### src/sv/qrs_pkg.sv
// ----------------------------------------------------------------------------
// qrs_pkg: shared types and constants for the quadratic root solver
// Widths of the fixed-point datapath, root class codes and sideband structs.
// ----------------------------------------------------------------------------
package qrs_pkg;

    localparam int COEF_W    = 16;
    localparam int DISC_W    = 34;
    localparam int MAG_W     = 34;
    localparam int RAD_SHIFT = 30;
    localparam int ROOT_W    = 32;
    localparam int QUO_W     = 34;
    localparam int DIVR_W    = 16;
    localparam int NB_W      = 32;

    localparam logic [1:0] KIND_TWO_REAL = 2'd0;
    localparam logic [1:0] KIND_REPEATED = 2'd1;
    localparam logic [1:0] KIND_COMPLEX  = 2'd2;
    localparam logic [1:0] KIND_A_ZERO   = 2'd3;

    typedef struct packed {
        logic [1:0]               kind;
        logic signed [DISC_W-1:0] disc;
        logic signed [NB_W-1:0]   nb;
        logic                     a_neg;
        logic [DIVR_W-1:0]        a_mag;
    } front_t;

    typedef struct packed {
        logic                     neg;
        logic [1:0]               kind;
        logic signed [DISC_W-1:0] disc;
    } res_t;

endpackage

### src/sv/qrs_div.sv
// ----------------------------------------------------------------------------
// qrs_div: pipelined unsigned divider
// Restoring division, one quotient bit per stage, sideband tag alongside.
// ----------------------------------------------------------------------------
module qrs_div #(
    parameter int TAG_W = 1
) (
    input  logic                        aclk,
    input  logic                        aresetn,
    input  logic                        en,
    input  logic                        in_valid,
    input  logic [qrs_pkg::QUO_W-1:0]   in_dvd,
    input  logic [qrs_pkg::DIVR_W-1:0]  in_dvr,
    input  logic [TAG_W-1:0]            in_tag,
    output logic                        out_valid,
    output logic [qrs_pkg::QUO_W-1:0]   out_quo,
    output logic [TAG_W-1:0]            out_tag
);
    import qrs_pkg::*;

    localparam int N = QUO_W;

    logic              vld_reg [N];
    logic [QUO_W-1:0]  dvd_reg [N];
    logic [DIVR_W-1:0] dvr_reg [N];
    logic [DIVR_W-1:0] rem_reg [N];
    logic [QUO_W-1:0]  quo_reg [N];
    logic [TAG_W-1:0]  tag_reg [N];

    for (genvar k = 0; k < N; k++) begin : g_stage
        logic              cur_v;
        logic [QUO_W-1:0]  cur_dvd;
        logic [DIVR_W-1:0] cur_dvr;
        logic [DIVR_W-1:0] cur_rem;
        logic [QUO_W-1:0]  cur_quo;
        logic [TAG_W-1:0]  cur_tag;
        logic [DIVR_W:0]   part;
        logic [DIVR_W+1:0] diff;

        if (k == 0) begin : g_first
            assign cur_v   = in_valid;
            assign cur_dvd = in_dvd;
            assign cur_dvr = in_dvr;
            assign cur_rem = '0;
            assign cur_quo = '0;
            assign cur_tag = in_tag;
        end else begin : g_next
            assign cur_v   = vld_reg[k-1];
            assign cur_dvd = dvd_reg[k-1];
            assign cur_dvr = dvr_reg[k-1];
            assign cur_rem = rem_reg[k-1];
            assign cur_quo = quo_reg[k-1];
            assign cur_tag = tag_reg[k-1];
        end

        assign part = {cur_rem, cur_dvd[QUO_W-1-k]};
        assign diff = {1'b0, part} - {2'b00, cur_dvr};

        always_ff @(posedge aclk) begin
            if (!aresetn) begin
                vld_reg[k] <= 1'b0;
            end else if (en) begin
                vld_reg[k] <= cur_v;
            end
        end

        always_ff @(posedge aclk) begin
            if (en) begin
                dvd_reg[k] <= cur_dvd;
                dvr_reg[k] <= cur_dvr;
                tag_reg[k] <= cur_tag;
                if (!diff[DIVR_W+1]) begin
                    rem_reg[k] <= diff[DIVR_W-1:0];
                    quo_reg[k] <= {cur_quo[QUO_W-2:0], 1'b1};
                end else begin
                    rem_reg[k] <= part[DIVR_W-1:0];
                    quo_reg[k] <= {cur_quo[QUO_W-2:0], 1'b0};
                end
            end
        end
    end

    assign out_valid = vld_reg[N-1];
    assign out_quo   = quo_reg[N-1];
    assign out_tag   = tag_reg[N-1];

endmodule

### config.mk
export PLATFORM = sky130hd
export DESIGN_NAME = qrs_div
export DESIGN_NICKNAME = d
export VERILOG_FILES = /design/src/sv/qrs_pkg.sv /design/src/sv/qrs_div.sv
export SDC_FILE = /design/constraint.sdc
export NUM_CORES = 2
export LEC_CHECK = 0
export BUFFER_PORTS_ARGS = -buffer_cell sky130_fd_sc_hd__buf_2
export CAP_MARGIN = 0
export CELL_PAD_IN_SITES_DETAIL_PLACEMENT = 0
export CELL_PAD_IN_SITES_GLOBAL_PLACEMENT = 2
export CORE_UTILIZATION = 51
export DETAILED_ROUTE_END_ITERATION = 6
export GPL_ROUTABILITY_DRIVEN = 1
export HOLD_SLACK_MARGIN = 0.06
export PLACE_DENSITY = 0.86
export SLEW_MARGIN = 20
export SYNTH_ARGS = -nofsm -noshare
export SYNTH_HDL_FRONTEND = slang
export SYNTH_SLANG_ARGS = --single-unit
### constraint.sdc
create_clock -name aclk -period 7.15 [get_ports aclk]
set_input_delay 1.0725 -clock aclk [delete_from_list [all_inputs] [get_ports aclk]]
set_output_delay 1.0725 -clock aclk [all_outputs]
set_load 0.05 [all_outputs]
==> results.yml <==
sta:
  finalHoldViolCount: 0
  worst_slew_pin_slew_ns: 1.03
  rsz0062_at_grt: "false"
  worst_hold_slack_ns: 0.385
  post-route-min-period_ns: 3.53
  clock_skew_ns: 0.0384
  fmax_mhz: 283
  finalSetupTns_ns: 0
  period_share: 0.493
  relSlewSlack: 0.314
  slew_viol_final: 0
  setup_violations: 0
yosys:
  synthFlopType: "edfxtp_1"
  yosys-top-cells-area: "edfxtp_1 69%, ha_1 6.6%, mux2_2 3.4%"
  synth_largest_area_cell: "edfxtp_1"
  synth_top_area_frac: 0.687
  synth.distinct_cells: 75
  ys_seq_area_frac: 0.688
  syn_area_per_cell_um2: 14.8
  synth-edff-count: 2278
  ys_async_sr_fraction: 0
  syn_inst: 6713
  syn_nets: 7329
  yosysWarnings: 0
  synth-seq-cells: 2280
  syn-cell-area_mm2: 0.0995
clock_network:
  worstSkewPairLatency_ns: 0.86
  clock-root-buffer: "clkbuf_16"
  clockBufferDepth: 3
  cts_tree: "done"
  cts_setup_buffers: 0
  htreeDepth: 4
  clkTransAtPathRegs_ns: 0.06
  cts_resized: 0
  clock-sinks: 2280
  numCtsBuffers: 231
  cts_hold_buf: 0
power:
  p_leak_nw: 42.0
  finalPower_mw: 43.4
  power.density_mw_per_mm2: 393
  peakVddDrop_v: 0.000269
grt:
  grt_pass1_wl_mm: 262
  grt_max_degree: 175
  overflow: 0
  grt_use_total: 0.163
  antenna_found_initial: 4
  grt_pass1_vias: 50563
routing:
  drc: 0
  via_per_inst: 5.31
  dr.first_iter.drc_count: 3461
  vias: 51365
  routedWlPerCell_um: 16.6
  ant_nets: 0
  wl_mm: 160
  first_pass_iters: 6
job:
  maxCapViolations: 0
setup_path:
  r2r_start: "rem_reg[2][0]$_DFFE_PP_"
  worst_setup_path_end_kind: "register"
  crit_type: "reg -> reg"
  crit_path_max_fanout: 31
  worstPathRequired_ns: 7.76
  cp-startpoint: "rem_reg[2][0]$_DFFE_PP_"
  setup.worst_path.start_class: "register"
  cp_data_arrival_time_ns: 4.14
final_layout:
  mostFrequentLayoutCells: "2278 x edfxtp_1, 626 x inv_1, 529 x ha_1"
  drive_above_1_share: 0.117
  design_area_mm2: 0.110
  largest_register_ffs: 595
  fin_util: 0.572
  mostFrequentLayoutCell: "edfxtp_1"
  area_delta_synth_final_pct: 11.0
  final_nets: 7557
placed_design:
  gp_congestion: 0.817
  placed_cell_area_mm2: 0.103
  dp_hpwl_mm: 108
  port_buffers: 90
die:
  coreArea_mm2: 0.193
  pin_count: 91
  start_util: 0.515
  die_y_um: 444
  die_x_um: 444
  die_area_mm2: 0.197
  std_cell_rows: 161
outcome:
  outcome: "finished, final reports clean"
hold_path:
  hold_class: "in -> reg"
  hold_start: "in_dvd[27]"
synthesized netlist by cell type, types with 14 or more instances:
master / n
a2111oi_0: 20
a211oi_1: 74
a21o_1: 185
a21oi_1: 355
a221o_1: 14
a221oi_1: 16
a31o_2: 31
a31oi_1: 55
and2_1: 49
and3_1: 68
buf_4: 23
clkbuf_1: 101
edfxtp_1: 2278
fa_1: 32
ha_1: 529
inv_1: 626
mux2_2: 304
mux2i_1: 36
nand2_1: 375
nand2b_1: 17
nand3_1: 128
nor2_1: 216
nor2b_1: 54
nor3_1: 52
o2111ai_1: 22
o211ai_1: 32
o21a_1: 68
o21ai_0: 298
o21ai_1: 20
o21bai_1: 55
o31a_1: 15
o31ai_1: 21
xnor2_1: 231
xor2_1: 158
cell families after synthesis:
logic type	share of synthesized area
simple gates	0.0501
compound gates	0.0866
xor+xnor	0.0342
buf+inv	0.0299
flops	0.688
fa+ha+maj	0.0729
mux	0.0386
report_power, final:
group          switching, mW  leakage [nW]  total (mW)  internal [mW]
logic                   6.68          16.1        12.7           6.03
registers               1.14          22.3        18.9           17.8
clock network           4.99          3.62        11.8           6.83
total                   12.8          42.0        43.4           30.6
worst max-delay path, cell delays in order, from the launching register on:
cell and delay [ns]:
edfxtp_1 0.44, ha_1 0.31, nor2b_1 0.14, o31ai_1 0.42, a31oi_1 0.30, a31oi_1 0.42, o31a_1 0.84, mux2_2 0.41
per-layer routing:
| layer | track usage | share of wire |
|---|---|---|
| met2 | 0.258 | 0.46 |
| met4 | 0.0471 | 0.022 |
| met5 | 0 | 0 |
| met1 | 0.233 | 0.48 |
| met3 | 0.0264 | 0.038 |
final cells by class:
| class | count | area, um2 |
|---|---|---|
| fill | 15005 | 82700 |
| inverter | 626 | 2350 |
| clock inverter | 142 | 1480 |
| tap | 2526 | 3160 |
| multi-input combinational | 3672 | 28100 |
| antenna | 1 | 2.50 |
| clock buffer | 290 | 6040 |
| sequential | 2280 | 68400 |
| timing repair buffer | 130 | 866 |
metrics by stage:
step,instances,worst slack (ns)
after floorplan,6713,3.45
after global placement,9234,3.28
after detailed placement,9234,3.21
after CTS,9666,3.30
after global routing,9667,3.37
final,9667,3.62
final timing paths:
check / end / depth (start not counted) / slack [ns]
hold / removal: dvd_reg[0][27]$_DFFE_PP_ / 1 / 0.38
setup / recovery: rem_reg[3][1]$_DFFE_PP_ / 7 / 3.62
hold reg to reg: quo_reg[33][23]$_DFFE_PP_ / 0 / 0.39
setup reg to reg: rem_reg[3][1]$_DFFE_PP_ / 7 / 3.62
Power figures use the tool's default switching activity.
