--- config.mk ---
export PLATFORM = sky130hd
export DESIGN_NAME = qrs_front
export DESIGN_NICKNAME = d
export VERILOG_FILES = /design/src/sv/qrs_pkg.sv /design/src/sv/qrs_front.sv
export SDC_FILE = /design/constraint.sdc
export NUM_CORES = 2
export LEC_CHECK = 0
export ABC_AREA = 1
export BUFFER_PORTS_ARGS = -buffer_cell sky130_fd_sc_hd__buf_4
export CORE_UTILIZATION = 59
export DETAILED_ROUTE_END_ITERATION = 10
export GPL_TIMING_DRIVEN = 0
export PLACE_DENSITY = 0.75
export SYNTH_ARGS = -nofsm -noshare
export SYNTH_HDL_FRONTEND = slang
export SYNTH_SLANG_ARGS = --single-unit
--- constraint.sdc ---
create_clock -name aclk -period 7.5 [get_ports aclk]
set_input_delay 1.5 -clock aclk [delete_from_list [all_inputs] [get_ports aclk]]
set_output_delay 1.5 -clock aclk [all_outputs]
set_load 0.005 [all_outputs]
--- src/sv/qrs_pkg.sv ---
// ----------------------------------------------------------------------------
// qrs_pkg: shared types and constants for the quadratic root solver
// Widths of the fixed-point datapath, root class codes and sideband structs.
// ----------------------------------------------------------------------------
package qrs_pkg;

    localparam int COEF_W    = 16;
    localparam int DISC_W    = 34;
    localparam int MAG_W     = 34;
    localparam int RAD_SHIFT = 30;
    localparam int ROOT_W    = 32;
    localparam int QUO_W     = 34;
    localparam int DIVR_W    = 16;
    localparam int NB_W      = 32;

    localparam logic [1:0] KIND_TWO_REAL = 2'd0;
    localparam logic [1:0] KIND_REPEATED = 2'd1;
    localparam logic [1:0] KIND_COMPLEX  = 2'd2;
    localparam logic [1:0] KIND_A_ZERO   = 2'd3;

    typedef struct packed {
        logic [1:0]               kind;
        logic signed [DISC_W-1:0] disc;
        logic signed [NB_W-1:0]   nb;
        logic                     a_neg;
        logic [DIVR_W-1:0]        a_mag;
    } front_t;

    typedef struct packed {
        logic                     neg;
        logic [1:0]               kind;
        logic signed [DISC_W-1:0] disc;
    } res_t;

endpackage

--- src/sv/qrs_front.sv ---
// ----------------------------------------------------------------------------
// qrs_front: discriminant front end
// Three stages: input capture, products b*b and a*c, discriminant and class.
// ----------------------------------------------------------------------------
module qrs_front (
    input  logic                            aclk,
    input  logic                            aresetn,
    input  logic                            en,
    input  logic                            in_valid,
    input  logic signed [qrs_pkg::COEF_W-1:0] coef_a,
    input  logic signed [qrs_pkg::COEF_W-1:0] coef_b,
    input  logic signed [qrs_pkg::COEF_W-1:0] coef_c,
    output logic                            out_valid,
    output logic [qrs_pkg::MAG_W-1:0]       out_mag,
    output qrs_pkg::front_t                 out_info
);
    import qrs_pkg::*;

    logic                     v1_reg, v2_reg, v3_reg;
    logic signed [COEF_W-1:0] a1_reg, b1_reg, c1_reg;
    logic signed [COEF_W-1:0] a2_reg, b2_reg;
    logic signed [31:0]       bb2_reg, ac2_reg;
    logic [MAG_W-1:0]         mag3_reg;
    front_t                   info3_reg;

    logic signed [DISC_W-1:0] disc_next;
    logic [MAG_W-1:0]         mag_next;
    front_t                   info_next;

    always_comb begin
        disc_next = {{2{bb2_reg[31]}}, bb2_reg} - {ac2_reg, 2'b00};
        mag_next  = disc_next[DISC_W-1] ? MAG_W'(-disc_next) : MAG_W'(disc_next);
        info_next.disc  = disc_next;
        info_next.nb    = NB_W'(0) - {b2_reg[COEF_W-1], b2_reg, 15'b0};
        info_next.a_neg = a2_reg[COEF_W-1];
        info_next.a_mag = a2_reg[COEF_W-1] ? DIVR_W'(-a2_reg) : DIVR_W'(a2_reg);
        if (a2_reg == '0) begin
            info_next.kind = KIND_A_ZERO;
        end else if (disc_next > 0) begin
            info_next.kind = KIND_TWO_REAL;
        end else if (disc_next == 0) begin
            info_next.kind = KIND_REPEATED;
        end else begin
            info_next.kind = KIND_COMPLEX;
        end
    end

    always_ff @(posedge aclk) begin
        if (!aresetn) begin
            v1_reg <= 1'b0;
            v2_reg <= 1'b0;
            v3_reg <= 1'b0;
        end else if (en) begin
            v1_reg <= in_valid;
            v2_reg <= v1_reg;
            v3_reg <= v2_reg;
        end
    end

    always_ff @(posedge aclk) begin
        if (en) begin
            a1_reg    <= coef_a;
            b1_reg    <= coef_b;
            c1_reg    <= coef_c;
            a2_reg    <= a1_reg;
            b2_reg    <= b1_reg;
            bb2_reg   <= b1_reg * b1_reg;
            ac2_reg   <= a1_reg * c1_reg;
            mag3_reg  <= mag_next;
            info3_reg <= info_next;
        end
    end

    assign out_valid = v3_reg;
    assign out_mag   = mag3_reg;
    assign out_info  = info3_reg;

endmodule

==> results.ini <==
[status]
outcome = finished clean

[yosys]
synth_area_per_cell_sq_um = 8.86
synthCells = 3494
ys_ff_latch = 246
ys_seq_area_share_pct = 23.8
yosysWarnings = 0
netlist_area_sq_mm = 0.0310
synth_cell_type_count = 46

[timing]
final_max_slew_viol_count = 0
final_hold_viol_count = 0
fin_crit_ps = 7190
tightest_slew_ps = 808
grt_setup_unrepaired = false
slew_headroom_pct = 44.8
fin_skew_ps = 24.9
min_period_over_period_pct = 95.8
setup-violations-final = 0
max_freq_mhz = 139
tns_ps = 0

[setup_path]
cp-start-kind = register
max_stage_delay_ps = 790
reg2reg_depth = 18
path_cells = clkbuf_1 > clkbuf_1 > nand2_1 > fa_1 > inv_1 > fa_1 > fa_1 > fa_1 > fa_1 > fa_1 > ha_1 > a21oi_1 > nor2_1 > nor2_1 > nor3_1 > a2111oi_0 > o211ai_1 > xor2_1
cpMostUsedCell = fa_1
cp_num_buf_inv = 3
path_max_fanout = 10
r2r_setup_slack_ps = 310
crit_path_top_delay_cell = fa_1
crit_arrival_ps = 7510
crit-reg2reg-capture = ac2_reg[31]$_DFFE_PP_
crit_path_end_kind = register
rr_startpoint = c1_reg[5]$_DFFE_PP_
crit_required_ps = 7820
cp_top_family = adder cells
worstSetupPathType = reg -> reg

[cts]
cts_root_buf = clkbuf_16
postCtsHoldBufs = 0
cts-htree-levels = 1
clock_latency_ps = 580
path_clk_slew_ps = 60
post_cts_resized = 0
cts_setup_buffers = 0
clk_path_buf_depth = 3
numClockSinks = 246
cts_tree = built
cts_buffers = 28

[global_route]
grt_pass1_wl_um = 115000
grt_overflow_total = 0
grt_max_degree = 104
grt_pass1_vias = 22900
grt_usage_pct = 27.6
antenna_found_initial = 0

[hold_path]
hp-class = reg -> reg
min_delay_path_depth = 0
min_from = a1_reg[8]$_DFFE_PP_
holdPathEnd = a2_reg[8]$_DFFE_PP_

[detailed_routing]
vias = 22700
viasPerCell = 5.15
drtPass1Iterations = 8
drcViolationCount = 0
wl_per_cell_um = 16.0
drt-total-wl_um = 70400
drtAntennaViolNets = 0
drt_iter0_drc = 1838

[cells_and_area]
drive_gt1_share_pct = 7.61
synthToLayoutAreaGrowth_pct = 9.99
diodes = 0
largest_reg_flops = 67
nNetsFinal = 4452
fillers = 4269

[die]
initial_core_util_pct = 60.0
fp.dieArea_sq_mm = 0.0534
ioPinCount = 172
die_y_um = 231
die_w_um = 231
design.core.area_sq_mm = 0.0516
num_rows = 83

[job]
cap_violations = 0

[place]
port_buffers = 155
gp_congestion = 0.993
dp_hpwl_um = 58900

worst max path at each step:
stage                          from                    end  slack [ps]  depth (start not counted)
2_1_floorplan   a1_reg[7]$_DFFE_PP_  ac2_reg[25]$_DFFE_PP_        1590                         26
3_3_place_gp   b1_reg[11]$_DFFE_PP_  bb2_reg[23]$_DFFE_PP_         300                         21
3_5_place_dp   b1_reg[11]$_DFFE_PP_  bb2_reg[23]$_DFFE_PP_         380                         21
4_1_cts        b1_reg[11]$_DFFE_PP_  bb2_reg[23]$_DFFE_PP_         340                         21
5_1_grt         c1_reg[5]$_DFFE_PP_  ac2_reg[31]$_DFFE_PP_          90                         18
6_report        c1_reg[5]$_DFFE_PP_  ac2_reg[31]$_DFFE_PP_         310                         18
cells in the mapped netlist (all sizes together):
master / count / area share, %
fa: 497 / 32
xor2: 94 / 2.7
nor4: 4 / 0.081
o2111ai: 1 / 0.028
nand2: 784 / 9.6
and2: 5 / 0.10
buf: 23 / 0.54
a2111oi: 1 / 0.028
edfxtp: 243 / 24
o21bai: 9 / 0.22
xnor2: 47 / 1.3
o21a: 3 / 0.073
a21o: 8 / 0.19
o21ai: 46 / 0.79
ha: 207 / 8.4
a21oi: 75 / 1.2
nand3b: 6 / 0.15
a211oi: 3 / 0.073
nor3b: 2 / 0.048
or2: 6 / 0.12
conb: 1 / 0.012
a21boi: 2 / 0.048
nor2: 183 / 2.4
inv: 1001 / 12
o31ai: 2 / 0.048
o211ai: 3 / 0.073
nand4: 31 / 0.63
a31oi: 6 / 0.12
nand3: 77 / 1.3
o221a: 1 / 0.036
clkbuf: 92 / 1.1
a31o: 1 / 0.028
or3: 1 / 0.020
nor3: 26 / 0.44
dfxtp: 3 / 0.19
layout make-up:
cell class                      instances  area, sq um  share of cell area (%)
Clock buffer                           33          741                    2.18
Tap cell                              680          851                    2.50
Multi-Input combinational cell       2147        19400                    56.9
Clock inverter                         19          218                   0.639
Buffer                                115          512                    1.50
Inverter                             1001         3760                    11.0
Sequential cell                       246         7360                    21.6
Timing Repair Buffer                  157         1230                    3.60
cells by family (layout without fill, tap and decap cells):
family	Yosys count	in the layout	synth area share (%)
adders and majority gates	704	704	40.5
AOI/OAI and AO/OA	161	161	2.98
DFF	246	246	23.8
other	1	16	0.0121
and+or+nand+nor	1125	1125	14.9
buffers and inverters	1116	1325	13.8
xor gates and xnor gates	141	141	4.04
per-stage QoR:
step	util, %	std cells	area [sq um]	worst slack (ps)	hold WS [ps]
2_1_floorplan	-	3509	31000	1590	424
3_3_place_gp	64.0	4344	33000	301	429
3_5_place_dp	64.1	4346	33100	378	431
4_1_cts	66.0	4398	34000	343	445
5_1_grt	66.0	4398	34000	92.0	452
6_report	66.0	4398	34000	314	445
layer usage:
| layer | track usage (%) | up-vias | share of wire (%) |
|---|---|---|---|
| met5 | 0 | - | 0 |
| met4 | 9.85 | 0 | 3.8 |
| met3 | 4.24 | 160 | 8.4 |
| met2 | 44.6 | 824 | 47 |
| met1 | 38.0 | 11000 | 41 |
| li1 | - | 10700 | - |
cell usage in the layout (no fill, tap or decap), drive strengths merged:
cell      instances
nor3             26
inv            1006
o21ai            46
clkinvlp          2
nand4            31
nor3b             2
xnor2            47
and2              5
o31ai             2
or2               6
conb             16
a211oi            3
clkinv            8
a31oi             6
o211ai            3
a21o              8
a31o              1
nor2            183
o2111ai           1
clkbuf          125
ha              207
nand2           784
a2111oi           1
or3               1
xor2             94
buf             180
nor4              4
nand3b            6
a21boi            2
bufinv            4
o21a              3
dfxtp             3
fa              497
o221a             1
edfxtp          243
a21oi            75
o21bai            9
nand3            77
Power is not shown: default switching activity piles up to over one toggle a cycle in this logic, so the estimate is an artifact.
