File: src/sv/qrs_pkg.sv
// ----------------------------------------------------------------------------
// qrs_pkg: shared types and constants for the quadratic root solver
// Widths of the fixed-point datapath, root class codes and sideband structs.
// ----------------------------------------------------------------------------
package qrs_pkg;

    localparam int COEF_W    = 16;
    localparam int DISC_W    = 34;
    localparam int MAG_W     = 34;
    localparam int RAD_SHIFT = 30;
    localparam int ROOT_W    = 32;
    localparam int QUO_W     = 34;
    localparam int DIVR_W    = 16;
    localparam int NB_W      = 32;

    localparam logic [1:0] KIND_TWO_REAL = 2'd0;
    localparam logic [1:0] KIND_REPEATED = 2'd1;
    localparam logic [1:0] KIND_COMPLEX  = 2'd2;
    localparam logic [1:0] KIND_A_ZERO   = 2'd3;

    typedef struct packed {
        logic [1:0]               kind;
        logic signed [DISC_W-1:0] disc;
        logic signed [NB_W-1:0]   nb;
        logic                     a_neg;
        logic [DIVR_W-1:0]        a_mag;
    } front_t;

    typedef struct packed {
        logic                     neg;
        logic [1:0]               kind;
        logic signed [DISC_W-1:0] disc;
    } res_t;

endpackage

File: src/sv/qrs_sqrt.sv
// ----------------------------------------------------------------------------
// qrs_sqrt: pipelined integer square root
// floor(sqrt(mag * 2^30)), one result bit per stage, sideband tag alongside.
// ----------------------------------------------------------------------------
module qrs_sqrt #(
    parameter int TAG_W = 8
) (
    input  logic                        aclk,
    input  logic                        aresetn,
    input  logic                        en,
    input  logic                        in_valid,
    input  logic [qrs_pkg::MAG_W-1:0]   in_mag,
    input  logic [TAG_W-1:0]            in_tag,
    output logic                        out_valid,
    output logic [qrs_pkg::ROOT_W-1:0]  out_root,
    output logic [TAG_W-1:0]            out_tag
);
    import qrs_pkg::*;

    localparam int N = ROOT_W;

    logic              vld_reg  [N];
    logic [MAG_W-1:0]  mag_reg  [N];
    logic [ROOT_W:0]   rem_reg  [N];
    logic [ROOT_W-1:0] root_reg [N];
    logic [TAG_W-1:0]  tag_reg  [N];

    for (genvar k = 0; k < N; k++) begin : g_stage
        logic                      cur_v;
        logic [MAG_W-1:0]          cur_mag;
        logic [ROOT_W:0]           cur_rem;
        logic [ROOT_W-1:0]         cur_root;
        logic [TAG_W-1:0]          cur_tag;
        logic [MAG_W+RAD_SHIFT-1:0] rad;
        logic [1:0]                pair;
        logic [ROOT_W+3:0]         trial;

        if (k == 0) begin : g_first
            assign cur_v    = in_valid;
            assign cur_mag  = in_mag;
            assign cur_rem  = '0;
            assign cur_root = '0;
            assign cur_tag  = in_tag;
        end else begin : g_next
            assign cur_v    = vld_reg[k-1];
            assign cur_mag  = mag_reg[k-1];
            assign cur_rem  = rem_reg[k-1];
            assign cur_root = root_reg[k-1];
            assign cur_tag  = tag_reg[k-1];
        end

        assign rad   = {cur_mag, {RAD_SHIFT{1'b0}}};
        assign pair  = rad[2*ROOT_W-1-2*k -: 2];
        assign trial = {1'b0, cur_rem, pair} - {2'b00, cur_root, 2'b01};

        always_ff @(posedge aclk) begin
            if (!aresetn) begin
                vld_reg[k] <= 1'b0;
            end else if (en) begin
                vld_reg[k] <= cur_v;
            end
        end

        always_ff @(posedge aclk) begin
            if (en) begin
                mag_reg[k] <= cur_mag;
                tag_reg[k] <= cur_tag;
                if (!trial[ROOT_W+3]) begin
                    rem_reg[k]  <= trial[ROOT_W:0];
                    root_reg[k] <= {cur_root[ROOT_W-2:0], 1'b1};
                end else begin
                    rem_reg[k]  <= {cur_rem[ROOT_W-2:0], pair};
                    root_reg[k] <= {cur_root[ROOT_W-2:0], 1'b0};
                end
            end
        end
    end

    assign out_valid = vld_reg[N-1];
    assign out_root  = root_reg[N-1];
    assign out_tag   = tag_reg[N-1];

endmodule

File: config.mk
export PLATFORM = sky130hd
export DESIGN_NAME = qrs_sqrt
export DESIGN_NICKNAME = d
export VERILOG_FILES = /design/src/sv/qrs_pkg.sv /design/src/sv/qrs_sqrt.sv
export SDC_FILE = /design/constraint.sdc
export NUM_CORES = 2
export LEC_CHECK = 0
export ABC_AREA = 1
export BUFFER_PORTS_ARGS = -buffer_cell sky130_fd_sc_hd__buf_2
export CORE_AREA = 3 3 675 677
export DETAILED_ROUTE_END_ITERATION = 6
export DIE_AREA = 0 0 678 680
export SYNTH_ARGS = -nofsm -noshare
export SYNTH_HDL_FRONTEND = slang
export SYNTH_SLANG_ARGS = --single-unit
File: constraint.sdc
create_clock -name aclk -period 3.4 [get_ports aclk]
set_clock_uncertainty 0.1 [all_clocks]
set_input_delay 0.34 -clock aclk [delete_from_list [all_inputs] [get_ports aclk]]
set_output_delay 0.34 -clock aclk [all_outputs]
set_load 0.01 [all_outputs]
==> results.sh <==
export IMPL_status="complete, but fails checks"
export IMPL_violations="DRC"
export IMPL_power_density_nw_per_um2=611.3
export IMPL_startpoint_type="flip-flop"
export IMPL_grt_antenna_before_repair=5
export IMPL_grt_pass1_vias=91940
export IMPL_h_tree_depth=4
export IMPL_drc_errors=6
export IMPL_clk_pin_slew_ns=0.07
export IMPL_async_flop_share=0
export IMPL_path_max_fanout=9
export IMPL_synth_most_common_cell="nand2_1"
export IMPL_post_route_period_util=0.9291
export IMPL_final_net_count=15610
export IMPL_wl_per_cell_um=16.27
export IMPL_ys_flop_type="edfxtp_1"
export IMPL_r2r_start="root_reg[1][199]"
export IMPL_portBuffers=86
export IMPL_synth_area_sq_um=121400
export IMPL_die_w_um=678
export IMPL_place_congestion=0.9402
export IMPL_synth_cell_type_count=55
export IMPL_relSlewSlack=0.2305
export IMPL_wl_mm=344.6
export IMPL_cts_tree="built"
export IMPL_via_per_inst=4.541
export IMPL_cts_buffer_depth=4
export IMPL_crit_path_end="rem_reg[1][252]"
export IMPL_crit_start="root_reg[1][199]"
export IMPL_synthCells=14680
export IMPL_synth_nets=15260
export IMPL_vias=96190
export IMPL_grt_overflow=0
export IMPL_grt_use_total=0.1441
export IMPL_synth_seq_cells=2049
export IMPL_start_util=0.2702
export IMPL_insertion_delay_ns=0.93
export IMPL_synth_area_leaders="edfxtp_1, nand2_1, inv_1"
export IMPL_syn_avg_cell_area_sq_um=8.271
export IMPL_dpl_hpwl_mm=274.3
export IMPL_clockRootBuffer="clkbuf_16"
export IMPL_drive_gt1_frac=0.04651
export IMPL_yosysTopAreaCellShare=0.5063
export IMPL_end_kind="flip-flop"
export IMPL_grt_max_degree=189
export IMPL_num_rows=246
export IMPL_core_area_sq_um=449400
export IMPL_tritoncts_num_buffers=231
export IMPL_r2r_cells=13
export IMPL_crit_type="reg -> reg"
export IMPL_post_cts_buffers=0
export IMPL_period_needed_ns=3.159
export IMPL_largest_reg_flops=961
export IMPL_p_leak_nw=62.35
export IMPL_fin_tns_setup_ns=0
export IMPL_worst_pin_slew_ns=1.153
export IMPL_synth_edf_count=2047
export IMPL_hold_class="in -> reg"
export IMPL_ys_seq_area_frac=0.5066
export IMPL_finalHoldViolations=0
export IMPL_setup_viol=0
export IMPL_dieArea_sq_um=461000
export IMPL_cp_arrival_ns=3.64
export IMPL_r2r_slack_ns=0.24
export IMPL_max_cap_violations=0
export IMPL_hold_depth=2
export IMPL_synth_largest_area_cell="edfxtp_1"
export IMPL_reg2reg_to="rem_reg[1][252]"
export IMPL_cp_required_ns=3.88
export IMPL_synth_common_cells="nand2_1, inv_1, edfxtp_1, nor2_1, nand3_1"
export IMPL_p_total_w=0.08451
export IMPL_drt_iter0_markers=7654
export IMPL_area_delta_synth_final_pct=13.87
export IMPL_die_y_um=680
export IMPL_grt_first_pass_wirelength_mm=528.6
export IMPL_fmax_ghz=0.3165
export IMPL_ir_worst_vdd_uv=530.9
export IMPL_drt_pass1_iterations=7
export IMPL_ant_nets=0
export IMPL_rsz0062_at_grt="false"
export IMPL_io_pins=87
export IMPL_slew_violations=0
export IMPL_yosys_warnings=0
export IMPL_clock_sinks=2049
how the worst min path moves through the flow:
stage | startpoint | endpoint | slack, ns
after floorplan | mag_reg[0][68] | mag_reg[0][102] | 0.30
after global placement | tag_reg[1][44] | tag_reg[1][52] | 0.30
after detailed placement | mag_reg[0][69] | mag_reg[0][103] | 0.30
after CTS | in_mag[4] | mag_reg[0][4] | 0.02
after global routing | in_mag[4] | mag_reg[0][4] | 0.07
final | in_mag[4] | mag_reg[0][4] | 0.11
placed cells by master (no fill, tap or decap), drive strengths merged, types with 53 or more instances in the layout:
| master | count |
|---|---|
| o21ai | 370 |
| xor2 | 291 |
| nor2 | 1476 |
| buf | 205 |
| ha | 517 |
| nand3b | 113 |
| edfxtp | 2047 |
| nor3 | 250 |
| clkbuf | 259 |
| nand4 | 274 |
| o21bai | 53 |
| a21oi | 569 |
| nand3 | 1063 |
| inv | 2575 |
| nand2 | 4536 |
| dlygate4sd3 | 85 |
| clkinv | 101 |
| xnor2 | 149 |
area by class of cell:
type,count,area (sq um)
Multi-Input combinational cell,9900,49330
Clock inverter,166,1982
Timing Repair Buffer,290,2440
Tap cell,5952,7447
Inverter,2560,9614
Fill cell,47580,311100
Sequential cell,2049,61510
Antenna cell,4,10.01
Clock buffer,259,5907
per-stage QoR:
step / utilization / setup WS (ns) / cells / hold WS [ns] / cell area [sq um]
2_1_floorplan: - / 0.3902 / 14680 / 0.3003 / 121400
3_3_place_gp: 0.2882 / 0.2872 / 20670 / 0.3002 / 129500
3_5_place_dp: 0.2882 / 0.3051 / 20670 / 0.3045 / 129500
4_1_cts: 0.3076 / 0.2087 / 21180 / 0.02261 / 138200
5_1_grt: 0.3076 / 0.1026 / 21180 / 0.06888 / 138200
6_report: 0.3076 / 0.2409 / 21180 / 0.1061 / 138200
critical path, stage by stage, from the launching register on:
cell and delay [ns]:
edfxtp_1 0.55, inv_1 0.08, ha_1 0.35, nand2_1 0.18, inv_1 0.07, a21oi_1 0.17, nand2_1 0.11, nand2_1 0.09
nand3_1 0.19, nand2_2 0.23, nand2_1 0.17, buf_4 0.23, nand3_1 0.19, nand2_1 0.13
cells by family (layout without fill, tap and decap cells):
| group | Yosys count | in the layout | share of synthesized area |
|---|---|---|---|
| muxes | 1 | 1 | 0.00008245 |
| other | 0 | 4 | 0 |
| buffers and inverters | 2730 | 3275 | 0.08703 |
| AOI/OAI and AO/OA | 1053 | 1053 | 0.04656 |
| and+or+nand+nor | 7875 | 7875 | 0.2723 |
| DFF | 2049 | 2049 | 0.5066 |
| xor gates and xnor gates | 440 | 440 | 0.03174 |
| adders and majority gates | 531 | 531 | 0.05559 |
metal layers:
| metal | GRT usage | vias up | routed length (um) | part of all wire |
|---|---|---|---|---|
| li1 | - | 48410 | - | - |
| met1 | 0.1844 | 44810 | 149200 | 0.43 |
| met2 | 0.2563 | 2434 | 168700 | 0.49 |
| met3 | 0.01473 | 538 | 16750 | 0.049 |
| met4 | 0.04138 | 0 | 9975 | 0.029 |
| met5 | 0 | - | 0 | 0 |
power by group:
part           switching, W  leakage [nW]  internal [W]
clock                0.0106          3.82        0.0152
combinational        0.0160          39.0       0.00773
sequential          0.00276          19.5        0.0322
what timing repair did:
action / in CTS / in global routing
endpoints found under the hold margin: 323 / 0
resized for setup: 0 / 0
hold buffers: 85 / 0
endpoints found under the setup margin: 0 / 0
Note: power is estimated with default switching activity, not from simulation.
